[src/design/flacfbf_pkg.sv]
// ----------------------------------------------------------------------------
// flacfbf_pkg
// Status codes, CRC-16 step and header helpers for the FLAC frame boundary
// finder.
// ----------------------------------------------------------------------------
package flacfbf_pkg;

	typedef enum logic [1:0] {
		STATUS_FOUND     = 2'd0,
		STATUS_NO_SYNC   = 2'd1,
		STATUS_SHORT     = 2'd2,
		STATUS_NO_BOUND  = 2'd3
	} status_t;

	localparam logic [15:0] CRC_POLY     = 16'h8005;
	localparam logic [7:0]  SYNC_BYTE    = 8'hFF;
	localparam logic [7:0]  SYNC2_MASK   = 8'hFC;
	localparam logic [7:0]  SYNC2_VALUE  = 8'hF8;
	localparam logic [23:0] DEFAULT_CAP  = 24'd8192;
	localparam int          CFG_W        = 24;
	localparam int          LIMIT_W      = 25;
	localparam int          LEN_W        = 17;

	function automatic logic [15:0] crc16_byte(logic [15:0] c, logic [7:0] b);
		logic [15:0] r;
		r = c ^ {b, 8'h00};
		for (int k = 0; k < 8; k++) begin
			if (r[15]) r = {r[14:0], 1'b0} ^ CRC_POLY;
			else r = {r[14:0], 1'b0};
		end
		return r;
	endfunction

	function automatic logic [3:0] number_length(logic [7:0] u);
		logic [3:0] n;
		if (u[7] == 1'b0) n = 4'd1;
		else if ((u & 8'hE0) == 8'hC0) n = 4'd2;
		else if ((u & 8'hF0) == 8'hE0) n = 4'd3;
		else if ((u & 8'hF8) == 8'hF0) n = 4'd4;
		else if ((u & 8'hFC) == 8'hF8) n = 4'd5;
		else if ((u & 8'hFE) == 8'hFC) n = 4'd6;
		else n = 4'd7;
		return n;
	endfunction

	function automatic logic [3:0] base_header(logic [7:0] b);
		logic [3:0] h;
		h = 4'd4;
		if (b[7:4] == 4'h6) h = h + 4'd1;
		else if (b[7:4] == 4'h7) h = h + 4'd2;
		if (b[3:0] == 4'hC) h = h + 4'd1;
		else if (b[3:0] == 4'hD || b[3:0] == 4'hE) h = h + 4'd2;
		return h;
	endfunction

	function automatic logic is_sync(logic [7:0] b0, logic [7:0] b1);
		return (b0 == SYNC_BYTE) && ((b1 & SYNC2_MASK) == SYNC2_VALUE);
	endfunction

endpackage

[src/design/flac_frame_boundary_finder.sv]
// ----------------------------------------------------------------------------
// flac_frame_boundary_finder
// Scans one window of bytes from a candidate FLAC frame start and reports
// where the frame most likely ends.
// ----------------------------------------------------------------------------
// Input channel: one byte per transaction (data_byte, last_byte) on
// in_valid / in_stall. Output channel: one transaction (status,
// frame_length) per window on out_valid / out_stall, presented in the cycle
// after the byte marked last_byte is taken.
// One byte per cycle, except when in_stall holds a last byte. The bytewise
// CRC-16 step, the match compare and the boundary choice all sit between the
// window state registers and the result register.
// in_stall rises only for a last byte while an earlier result is still
// held by a stalled receiver; other bytes keep flowing under the held
// result. Bytes past WINDOW_BYTES are dropped, a last_byte mark on them
// still closes the window.
// max_frame_size is loaded through cfg_write / cfg_data only while idle, by
// the user; the block does not enforce it. Reset (arst_n low) clears the
// window state, out_valid and max_frame_size; the block then takes bytes.
// ----------------------------------------------------------------------------
module flac_frame_boundary_finder #(
	parameter int WINDOW_BYTES = 98304
) (
	input  logic                          clk,
	input  logic                          arst_n,
	input  logic                          cfg_write,
	input  logic [flacfbf_pkg::CFG_W-1:0] cfg_data,
	input  logic                          in_valid,
	output logic                          in_stall,
	input  logic [7:0]                    data_byte,
	input  logic                          last_byte,
	output logic                          out_valid,
	input  logic                          out_stall,
	output logic [1:0]                    status,
	output logic [flacfbf_pkg::LEN_W-1:0] frame_length
);
	import flacfbf_pkg::*;

	localparam int POS_W = $clog2(WINDOW_BYTES + 1);

	logic [CFG_W-1:0]   max_frame_q;
	logic [15:0]        crc_q, crc_n;
	logic [POS_W-1:0]   pos_q, pos_n;
	logic [7:0]         rb0_q, rb1_q, rb2_q, rb0_n, rb1_n, rb2_n;
	logic [3:0]         hdr_q, hdr_n;
	logic               sync_q, sync_n;
	logic [3:0]         pend_q, pend_n;
	logic               prev_v_q, prev_v_n, run_v_q, run_v_n, syn_v_q, syn_v_n;
	logic [POS_W-1:0]   prev_q, prev_n, run_q, run_n, syn_q, syn_n;
	logic [LIMIT_W-1:0] limit;
	logic [POS_W-1:0]   match_pos;
	logic [15:0]        crc_step;
	status_t            res_status;
	logic [POS_W-1:0]   res_len;
	logic               in_take, out_valid_q;
	status_t            status_q;
	logic [LEN_W-1:0]   len_q;

	assign in_stall = last_byte & out_valid_q & out_stall;
	assign in_take  = in_valid & ~in_stall;
	assign limit    = LIMIT_W'((max_frame_q == '0) ? DEFAULT_CAP : max_frame_q) + LIMIT_W'(2);
	assign match_pos = pos_q + POS_W'(1);
	assign crc_step  = crc16_byte(crc_q, rb1_q);

	always_comb begin
		crc_n    = crc_q;
		pos_n    = pos_q;
		rb0_n    = rb0_q;
		rb1_n    = rb1_q;
		rb2_n    = rb2_q;
		hdr_n    = hdr_q;
		sync_n   = sync_q;
		pend_n   = pend_q;
		prev_v_n = prev_v_q;
		prev_n   = prev_q;
		run_v_n  = run_v_q;
		run_n    = run_q;
		syn_v_n  = syn_v_q;
		syn_n    = syn_q;
		if (pos_q < POS_W'(WINDOW_BYTES)) begin
			if (pos_q == POS_W'(1)) sync_n = is_sync(rb0_q, data_byte);
			if (pos_q == POS_W'(2)) hdr_n = base_header(data_byte);
			if (pos_q == POS_W'(4)) hdr_n = hdr_q + number_length(data_byte);
			if (pos_q >= POS_W'(3) && pend_q[0] && is_sync(rb2_q, rb1_q)) begin
				syn_n   = pos_q - POS_W'(3);
				syn_v_n = 1'b1;
			end
			pend_n = {1'b0, pend_q[3:1]};
			if (pos_q >= POS_W'(2)) begin
				crc_n = crc_step;
				if ((pos_q - POS_W'(1)) >= POS_W'(hdr_n) && crc_step == {rb0_q, data_byte}
						&& LIMIT_W'(match_pos) <= limit) begin
					if (prev_v_q && {1'b0, match_pos} == {1'b0, prev_q} + (POS_W+1)'(1)) begin
						if (!run_v_q) begin
							run_n   = prev_q;
							run_v_n = 1'b1;
						end
					end else begin
						run_v_n = 1'b0;
					end
					prev_n    = match_pos;
					prev_v_n  = 1'b1;
					pend_n[3] = 1'b1;
				end
			end
			rb2_n = rb1_q;
			rb1_n = rb0_q;
			rb0_n = data_byte;
			pos_n = match_pos;
		end
	end

	always_comb begin
		res_status = STATUS_NO_BOUND;
		res_len    = '0;
		if (pos_n < POS_W'(4) || !sync_n) begin
			res_status = STATUS_NO_SYNC;
		end else if (pos_n < POS_W'(5) || pos_n < POS_W'({1'b0, hdr_n} + 5'd8)) begin
			res_status = STATUS_SHORT;
		end else if (syn_v_n) begin
			res_status = STATUS_FOUND;
			res_len    = syn_n;
		end else if (run_v_n) begin
			res_status = STATUS_FOUND;
			res_len    = run_n;
		end else if (prev_v_n) begin
			res_status = STATUS_FOUND;
			res_len    = prev_n;
		end
	end

	always_ff @(posedge clk or negedge arst_n) begin
		if (!arst_n) begin
			max_frame_q <= '0;
		end else if (cfg_write) begin
			max_frame_q <= cfg_data;
		end
	end

	always_ff @(posedge clk or negedge arst_n) begin
		if (!arst_n) begin
			crc_q    <= '0;
			pos_q    <= '0;
			rb0_q    <= '0;
			rb1_q    <= '0;
			rb2_q    <= '0;
			hdr_q    <= '0;
			sync_q   <= 1'b0;
			pend_q   <= '0;
			prev_v_q <= 1'b0;
			run_v_q  <= 1'b0;
			syn_v_q  <= 1'b0;
			prev_q   <= '0;
			run_q    <= '0;
			syn_q    <= '0;
		end else if (in_take) begin
			if (last_byte) begin
				crc_q    <= '0;
				pos_q    <= '0;
				rb0_q    <= '0;
				rb1_q    <= '0;
				rb2_q    <= '0;
				hdr_q    <= '0;
				sync_q   <= 1'b0;
				pend_q   <= '0;
				prev_v_q <= 1'b0;
				run_v_q  <= 1'b0;
				syn_v_q  <= 1'b0;
				prev_q   <= '0;
				run_q    <= '0;
				syn_q    <= '0;
			end else begin
				crc_q    <= crc_n;
				pos_q    <= pos_n;
				rb0_q    <= rb0_n;
				rb1_q    <= rb1_n;
				rb2_q    <= rb2_n;
				hdr_q    <= hdr_n;
				sync_q   <= sync_n;
				pend_q   <= pend_n;
				prev_v_q <= prev_v_n;
				run_v_q  <= run_v_n;
				syn_v_q  <= syn_v_n;
				prev_q   <= prev_n;
				run_q    <= run_n;
				syn_q    <= syn_n;
			end
		end
	end

	always_ff @(posedge clk or negedge arst_n) begin
		if (!arst_n) begin
			out_valid_q <= 1'b0;
		end else if (in_take && last_byte) begin
			out_valid_q <= 1'b1;
		end else if (!out_stall) begin
			out_valid_q <= 1'b0;
		end
	end

	always_ff @(posedge clk) begin
		if (in_take && last_byte) begin
			status_q <= res_status;
			len_q    <= LEN_W'(res_len);
		end
	end

	assign out_valid    = out_valid_q;
	assign status       = status_q;
	assign frame_length = len_q;

endmodule

[config.mk]
export PLATFORM = sky130hd
export DESIGN_NAME = flac_frame_boundary_finder
export DESIGN_NICKNAME = d
export VERILOG_FILES = /design/src/design/flacfbf_pkg.sv /design/src/design/flac_frame_boundary_finder.sv
export SDC_FILE = /design/constraint.sdc
export NUM_CORES = 1
export LEC_CHECK = 0
export BUFFER_PORTS_ARGS = -buffer_cell sky130_fd_sc_hd__buf_2
export CAP_MARGIN = 10
export CELL_PAD_IN_SITES_DETAIL_PLACEMENT = 1
export CELL_PAD_IN_SITES_GLOBAL_PLACEMENT = 2
export CORE_UTILIZATION = 40
export DETAILED_ROUTE_END_ITERATION = 10
export GPL_TIMING_DRIVEN = 0
export PLACE_DENSITY_LB_ADDON = 0.1
export SYNTH_ARGS = -nofsm -noshare
export SYNTH_HDL_FRONTEND = slang
export SYNTH_SLANG_ARGS = --single-unit
[constraint.sdc]
create_clock -name clk -period 4.8 [get_ports clk]
set_input_delay 1.2 -clock clk [delete_from_list [all_inputs] [get_ports clk]]
set_output_delay 1.2 -clock clk [all_outputs]
set_load 0.03 [all_outputs]
# [Word-level counts from Yosys, hierarchy flattened]
# Index checks and enable logic that the tools add are counted.
[classes] n_addsub=9 magnitude_cmp=8 eq_ne=19 mux=80 bitwise_logic=13 reduce_logical=18
[ops] cell="$mux 17" n=18
[ops] cell="$mux 16" n=11
[ops] cell="$mux 4" n=13
[ops] cell="$mux 8" n=6
[ops] cell="$ge 17x2->1 const B" n=2
[ops] cell="$lt 17x3->1 const B" n=2
[ops] cell="$add 24x2->25 const B" n=1
[ops] cell="$le 17x25->1" n=1
[ops] cell="$logic_not 24->1" n=1
[ops] cell="$mux 24" n=1
[ops] cell="$not 3->3" n=8
[ops] cell="$mux 1" n=20
[ops] cell="$add 17x1->18 const B" n=1
[ops] cell="$eq 17x18->1" n=1
[ops] cell="$add 17x1->17 const B" n=1
[ops] cell="$eq 17x1->1 const B" n=1
[ops] cell="$eq 17x2->1 const B" n=1
[ops] cell="$eq 17x3->1 const B" n=1
[ops] cell="$ge 17x4->1" n=1
[ops] cell="$lt 17x17->1 const B" n=1
[ops] cell="$lt 17x5->1" n=1
[ops] cell="$sub 17x1->17 const B" n=1
[ops] cell="$sub 17x2->17 const B" n=1
[ops] cell="$eq 16x16->1" n=1
[ops] cell="other kinds (24)" n=51
[totals] reg_bits=164 in_bits=38 output_inout_bits=21 wordCells=165

# [Depth between registers and ports, before layout]
[depth] depth_word=27 mapped_depth=24 ltp_nobuf=22

# [Worst setup path before layout]
# OpenSTA, ideal clock, no wires.
[synth_path] kind="in2reg" start="input port data_byte[7]" end="register run_q[6]" setup_time_ps=121 t_arrival_ps=4868 t_required_ps=4679 path_slack_ps=-189 path_stages=21 path_buffers=2 cell_sequence="clkbuf_1 nand4_1 o21ai_0 inv_1 ha_1 a21o_1 a21o_1 nor2_1 a21oi_1 nor2_1 nor3_1 inv_1 ha_1 a2bb2oi_1 nor3b_1 o2111a_1 nor3_2 or3b_1 a21o_4 buf_6 a22o_1"
[synth_via] elab_chain_len=19 word_cells_on_any_way=35 cone_classes="add/sub: 3; order compare: 1; eq/ne: 8; mux: 21; reduce/logical: 2"
[synth_lines] element="from (decl)" line="flac_frame_boundary_finder.sv:30" source="input logic [7:0] data_byte,"
[synth_lines] element="$eq 7x7->1" line="flacfbf_pkg.sv:41" source="else if ((u & 8'hFE) == 8'hFC) n = 4'd6;"
[synth_lines] element="$mux 1" line="flacfbf_pkg.sv:41"
[synth_lines] element="$mux 2" line="flacfbf_pkg.sv:40" source="else if ((u & 8'hFC) == 8'hF8) n = 4'd5;"
[synth_lines] element="$mux 2" line="flacfbf_pkg.sv:39" source="else if ((u & 8'hF8) == 8'hF0) n = 4'd4;"
[synth_lines] element="$mux 3" line="flacfbf_pkg.sv:38" source="else if ((u & 8'hF0) == 8'hE0) n = 4'd3;"
[synth_lines] element="$mux 3" line="flacfbf_pkg.sv:37" source="else if ((u & 8'hE0) == 8'hC0) n = 4'd2;"
[synth_lines] element="$mux 3" line="flacfbf_pkg.sv:36" source="if (u[7] == 1'b0) n = 4'd1;"
[synth_lines] element="$mux 4" line="flac_frame_boundary_finder.sv:83" source="if (pos_q == POS_W'(4)) hdr_n = hdr_q + number_length(data_byte);"
[synth_lines] element="[... 3 more ...]"
[synth_lines] element="$mux 4" line="flac_frame_boundary_finder.sv:80" source="if (pos_q < POS_W'(WINDOW_BYTES)) begin"
[synth_lines] element="$ge 17x4->1" line="flac_frame_boundary_finder.sv:91" source="if ((pos_q - POS_W'(1)) >= POS_W'(hdr_n) && crc_step == {rb0_q, data_byte}"
[synth_lines] element="$logic_and 1x1->1 *" line="flac_frame_boundary_finder.sv:91"
[synth_lines] element="$logic_and 1x1->1 *" line="flac_frame_boundary_finder.sv:92" source="&& LIMIT_W'(match_pos) <= limit) begin"
[synth_lines] element="$mux 17 *" line="flac_frame_boundary_finder.sv:91"
[synth_lines] element="$mux 17 *" line="flac_frame_boundary_finder.sv:89" source="if (pos_q >= POS_W'(2)) begin"
[synth_lines] element="$mux 17 *" line="flac_frame_boundary_finder.sv:80"
[synth_lines] element="$mux 17 *" line="flac_frame_boundary_finder.sv:157" source="if (last_byte) begin"
[synth_lines] element="to (signal assigned)" line="flac_frame_boundary_finder.sv:185" source="run_q <= run_n;"
[synth_lines] element="to (decl)" line="flac_frame_boundary_finder.sv:49" source="logic [POS_W-1:0] prev_q, prev_n, run_q, run_n, syn_q, syn_n;"
# Mark *: on every way between the ends. The rest lies on a longest branch, timed or not. The select of a mux whose other input is x is not followed.
# A chain may end at the register's enable or synchronous reset.

# [Final worst setup path]
[layout_path] start="register pos_q[0]" end="register run_q[6]"
[layout_via] elab_chain_len=11 word_cells_on_any_way=20 cone_classes="add/sub: 2; order compare: 4; eq/ne: 3; mux: 8; reduce/logical: 3"
[layout_lines] element="from (decl)" line="flac_frame_boundary_finder.sv:43" source="logic [POS_W-1:0] pos_q, pos_n;"
[layout_lines] element="from (signal assigned)" line="flac_frame_boundary_finder.sv:174" source="pos_q <= pos_n;"
[layout_lines] element="branches (longest 9 deep; another with $le 17x25->1)"
[layout_lines] element="$mux 17 *" line="flac_frame_boundary_finder.sv:80"
[layout_lines] element="$mux 17 *" line="flac_frame_boundary_finder.sv:157"
# Every way passes the cells marked *. The select of a mux whose other input is x is not followed.

==> key figures <==
Setup path
  – Buf/Inv on CP: 6
  – CP max stage cell: dfrtp_2
  – Worst reg2reg setup slack: 150 ps
  – CP arrival: 4970 ps
  – Crit path max fanout: 10
  – CP top delay family: simple AND/OR/NAND/NOR gates
  – CP Capture Type: register
  – CP max stage delay: 440 ps
  – CP Cell Sequence: clkbuf_4 -> nand4_1 -> buf_4 -> nor3_2 -> xor2_4 -> ha_1 -> nand4_1 -> nor4_2 -> nand4_1 -> o31ai_2 -> nor4_4 -> buf_4 -> buf_4 -> buf_4 -> nor3_4 -> or3b_4 -> a21o_4 -> buf_6 -> a22o_1
  – Worst EP required: 5120 ps
  – RR Startpoint: pos_q[0]
  – R2R Path End: run_q[6]
  – Crit path kind: register to register
  – Critical path startpoint category: register
  – R2R depth: 19
  – CP dominant cell by count: buf_4

Worst hold path
  – WHS Endpoint: syn_q[6]
  – Hold path cells: 2
  – Hold Crit Start: syn_q[6]
  – Min-Delay Path Class: register to register

Logic synthesis
  – Top cells by area, synth: dfrtp_1 34%, xnor2_1 6.0%, a22o_1 5.8%, edfxtp_1 5.4%, o21ai_0 4.2%
  – Syn nets: 1,188
  – Syn Area/Cell: 9.52 um2
  – Top FF cell, synth: dfrtp_1
  – Seq cells post-synth: 164
  – Post-synth EDFFs: 19
  – Share of the synthesized area in the top cell type: 0.342
  – Seq/Total Area, Yosys: 0.396
  – Post-synthesis async set-or-reset flop share: 0.884
  – Post-synthesis cell count: 1,114
  – Post-synth top area cell: dfrtp_1
  – Synth Cell Area: 10,600 um2
  – Number of distinct library cells after synthesis: 74
  – YS warnings: 0

Detailed routing
  – DRT iter0 DRCs: 582
  – Final ANT Viol Nets: 0
  – DR WL/cell: 23.3 um
  – # DRC: 0
  – DRT Pass-1 Iters: 5
  – Via count: 9,325
  – Vias per cell: 5.98
  – Final wirelength: 36,300 um

STA
  – Worst-Margin Slew: 1270 ps
  – Clock period minus worst slack: 4650 ps
  – Worst relative slew slack: 0.149
  – Hold Fails Final Rpt: 0
  – Final setup viols: 0
  – Slew Viols, Final: 0
  – Fin crit share: 0.969
  – Final Skew: 13.2 ps
  – Achievable frequency: 215 MHz
  – TNS Setup: 0 ps

Status
  – Status: finished, final reports clean

Power and ir drop
  – Comb pwr share: 0.252
  – Total power: 4040 uW
  – P_sw: 1350 uW
  – Worst vdd ir: 0.239 mV
  – Power Internal: 2690 uW
  – Register share of total power: 0.396
  – Pwr dens: 324 nW/um2
  – Sw Ratio: 0.334
  – Clock group share of total power: 0.352
  – Static leakage: 0.00533 uW

Clock network
  – Clock Tree Buf Depth: 2
  – CTS Root Cell: clkbuf_16
  – Clock Sinks: 164
  – Worst skew pair latency: 450 ps
  – Cts bufs inserted: 17
  – H-tree depth reported by CTS: 4
  – CTS tree: done
  – Clock slew at reported path FFs: 70 ps
  – Cts hold-fix bufs: 0

Layout
  – Multi-input logic area: 6290 um2
  – Layout cells sized above 1: 0.194
  – Area grow syn2layout: 17.5%
  – Final nets: 1,285
  – ANT cells: 0
  – Final Cell Area: 12,500 um2
  – Most common cell after layout, fill and taps aside: dfrtp_1
  – Most frequent cells in the layout: 143 x dfrtp_1, 97 x nand2_1, 87 x o21ai_0
  – Register area: 4200 um2
  – Filler cells: 2,952

Global routing
  – All-Layer GR Usage: 0.279
  – Largest net degree at the start of global routing: 101
  – GRT overflow: 0
  – Initial antenna violation count: 0
  – First-pass GRT wire length: 56,200 um
  – Vias in the first global route: 9,396

Placed design
  – Placed Area: 11,400 um2
  – Placer Congestion: 0.859
  – HPWL after DPL: 26,800 um
  – # port buffers: 55

Floorplanning
  – CORE AREA: 26,100 um2
  – Initial core utilization: 0.407
  – Die area: 27,200 um2
  – Row count: 59
  – I/O pin cnt: 59
  – Die Y-Extent: 165 um
  – Die X: 165 um

Flow run
  – MaxCap Viol Count: 0
## power groups by stage
stage | clock (uW) | combinational (uW) | sequential (uW)
after floorplan | 0 | 693 | 1600
after global placement | 0 | 950 | 1620
after detailed placement | 0 | 976 | 1620
after global routing | 1500 | 1130 | 1610
after CTS | 1450 | 995 | 1600
final | 1420 | 1020 | 1600
## state kept, by name, indices dropped and copies added, names as in the netlist, 16 cells and up
signal        flops
max_frame_q      24
frame_length     17
pos_q            17
prev_q           17
run_q            17
syn_q            17
crc_q            16
## kinds of logic after synthesis
group	count (synthesis)	share of synthesized area
buf+inv	100	0.0404
xor+xnor	118	0.111
compound gates	277	0.173
flops	164	0.396
fa+ha+maj	36	0.0432
mux	39	0.0400
simple gates	380	0.196
## cell usage after synthesis (5+ instances only)
cell type / n
buf_2: 10
a22o_1: 70
buf_1: 5
nand2_1: 98
nor4_1: 29
mux2i_1: 12
or3_1: 10
xnor2_1: 73
a21o_1: 12
inv_1: 30
and2_1: 7
nand3b_1: 14
ha_1: 35
or2_2: 6
xor2_1: 33
nor2_1: 43
a31oi_1: 26
nor2b_1: 7
xnor3_1: 7
edfxtp_1: 19
nand4_1: 26
nand3_1: 57
a21oi_1: 38
nor3b_1: 5
and4_1: 8
clkbuf_1: 47
mux2_2: 27
and3_1: 12
o21ai_0: 90
dfrtp_1: 145
nor3_1: 30
buf_4: 5
o211ai_1: 5
## repair_timing
action,in CTS,in global routing
buffers inserted,10,11
pin swaps,6,11
gates resized for setup,31,47
endpoints found under the setup margin,56,54
## how the worst max path moves through the flow
stage	from	end	slack, ps	depth (start not counted)
floorplan	data_byte[7]	run_q[6]	40	21
global placement	pos_q[0]	run_v_q	-2060	18
detailed placement	pos_q[0]	prev_q[15]	-1610	18
CTS	pos_q[10]	run_q[6]	30	19
global route	data_byte[4]	frame_length[16]	-30	22
finish	pos_q[0]	run_q[6]	150	19
## per-stage QoR
stage	util	hold slack (ps)	worst slack, ps	cells
finish	0.478	484	149	1559
global route	0.478	514	-28.3	1559
global placement	0.434	456	-2060	1504
detailed placement	0.437	470	-1610	1507
floorplan	-	441	35.4	1114
CTS	0.468	484	31.3	1548
## layout make-up
type | count | area share
buffer | 69 | 0.0281
clock buffer | 20 | 0.0366
tap | 335 | 0.0336
sequential | 164 | 0.337
inverter | 30 | 0.00904
multi-input combinational | 850 | 0.505
timing repair buffer | 79 | 0.0394
clock inverter | 12 | 0.0109
## worst min-delay path, cell delays in order (launching register included)
cell and delay [ps]:
dfrtp_1 340, nand2_1 50, o21ai_0 60
## routing by layer
layer | track usage | vias to the layer above | share of wire
li1 | - | 4305 | -
met1 | 0.378 | 4754 | 0.46
met2 | 0.446 | 209 | 0.47
met3 | 0.0414 | 57 | 0.035
met4 | 0.106 | 0 | 0.032
met5 | 0 | - | 0
Power figures use the tool's default switching activity.
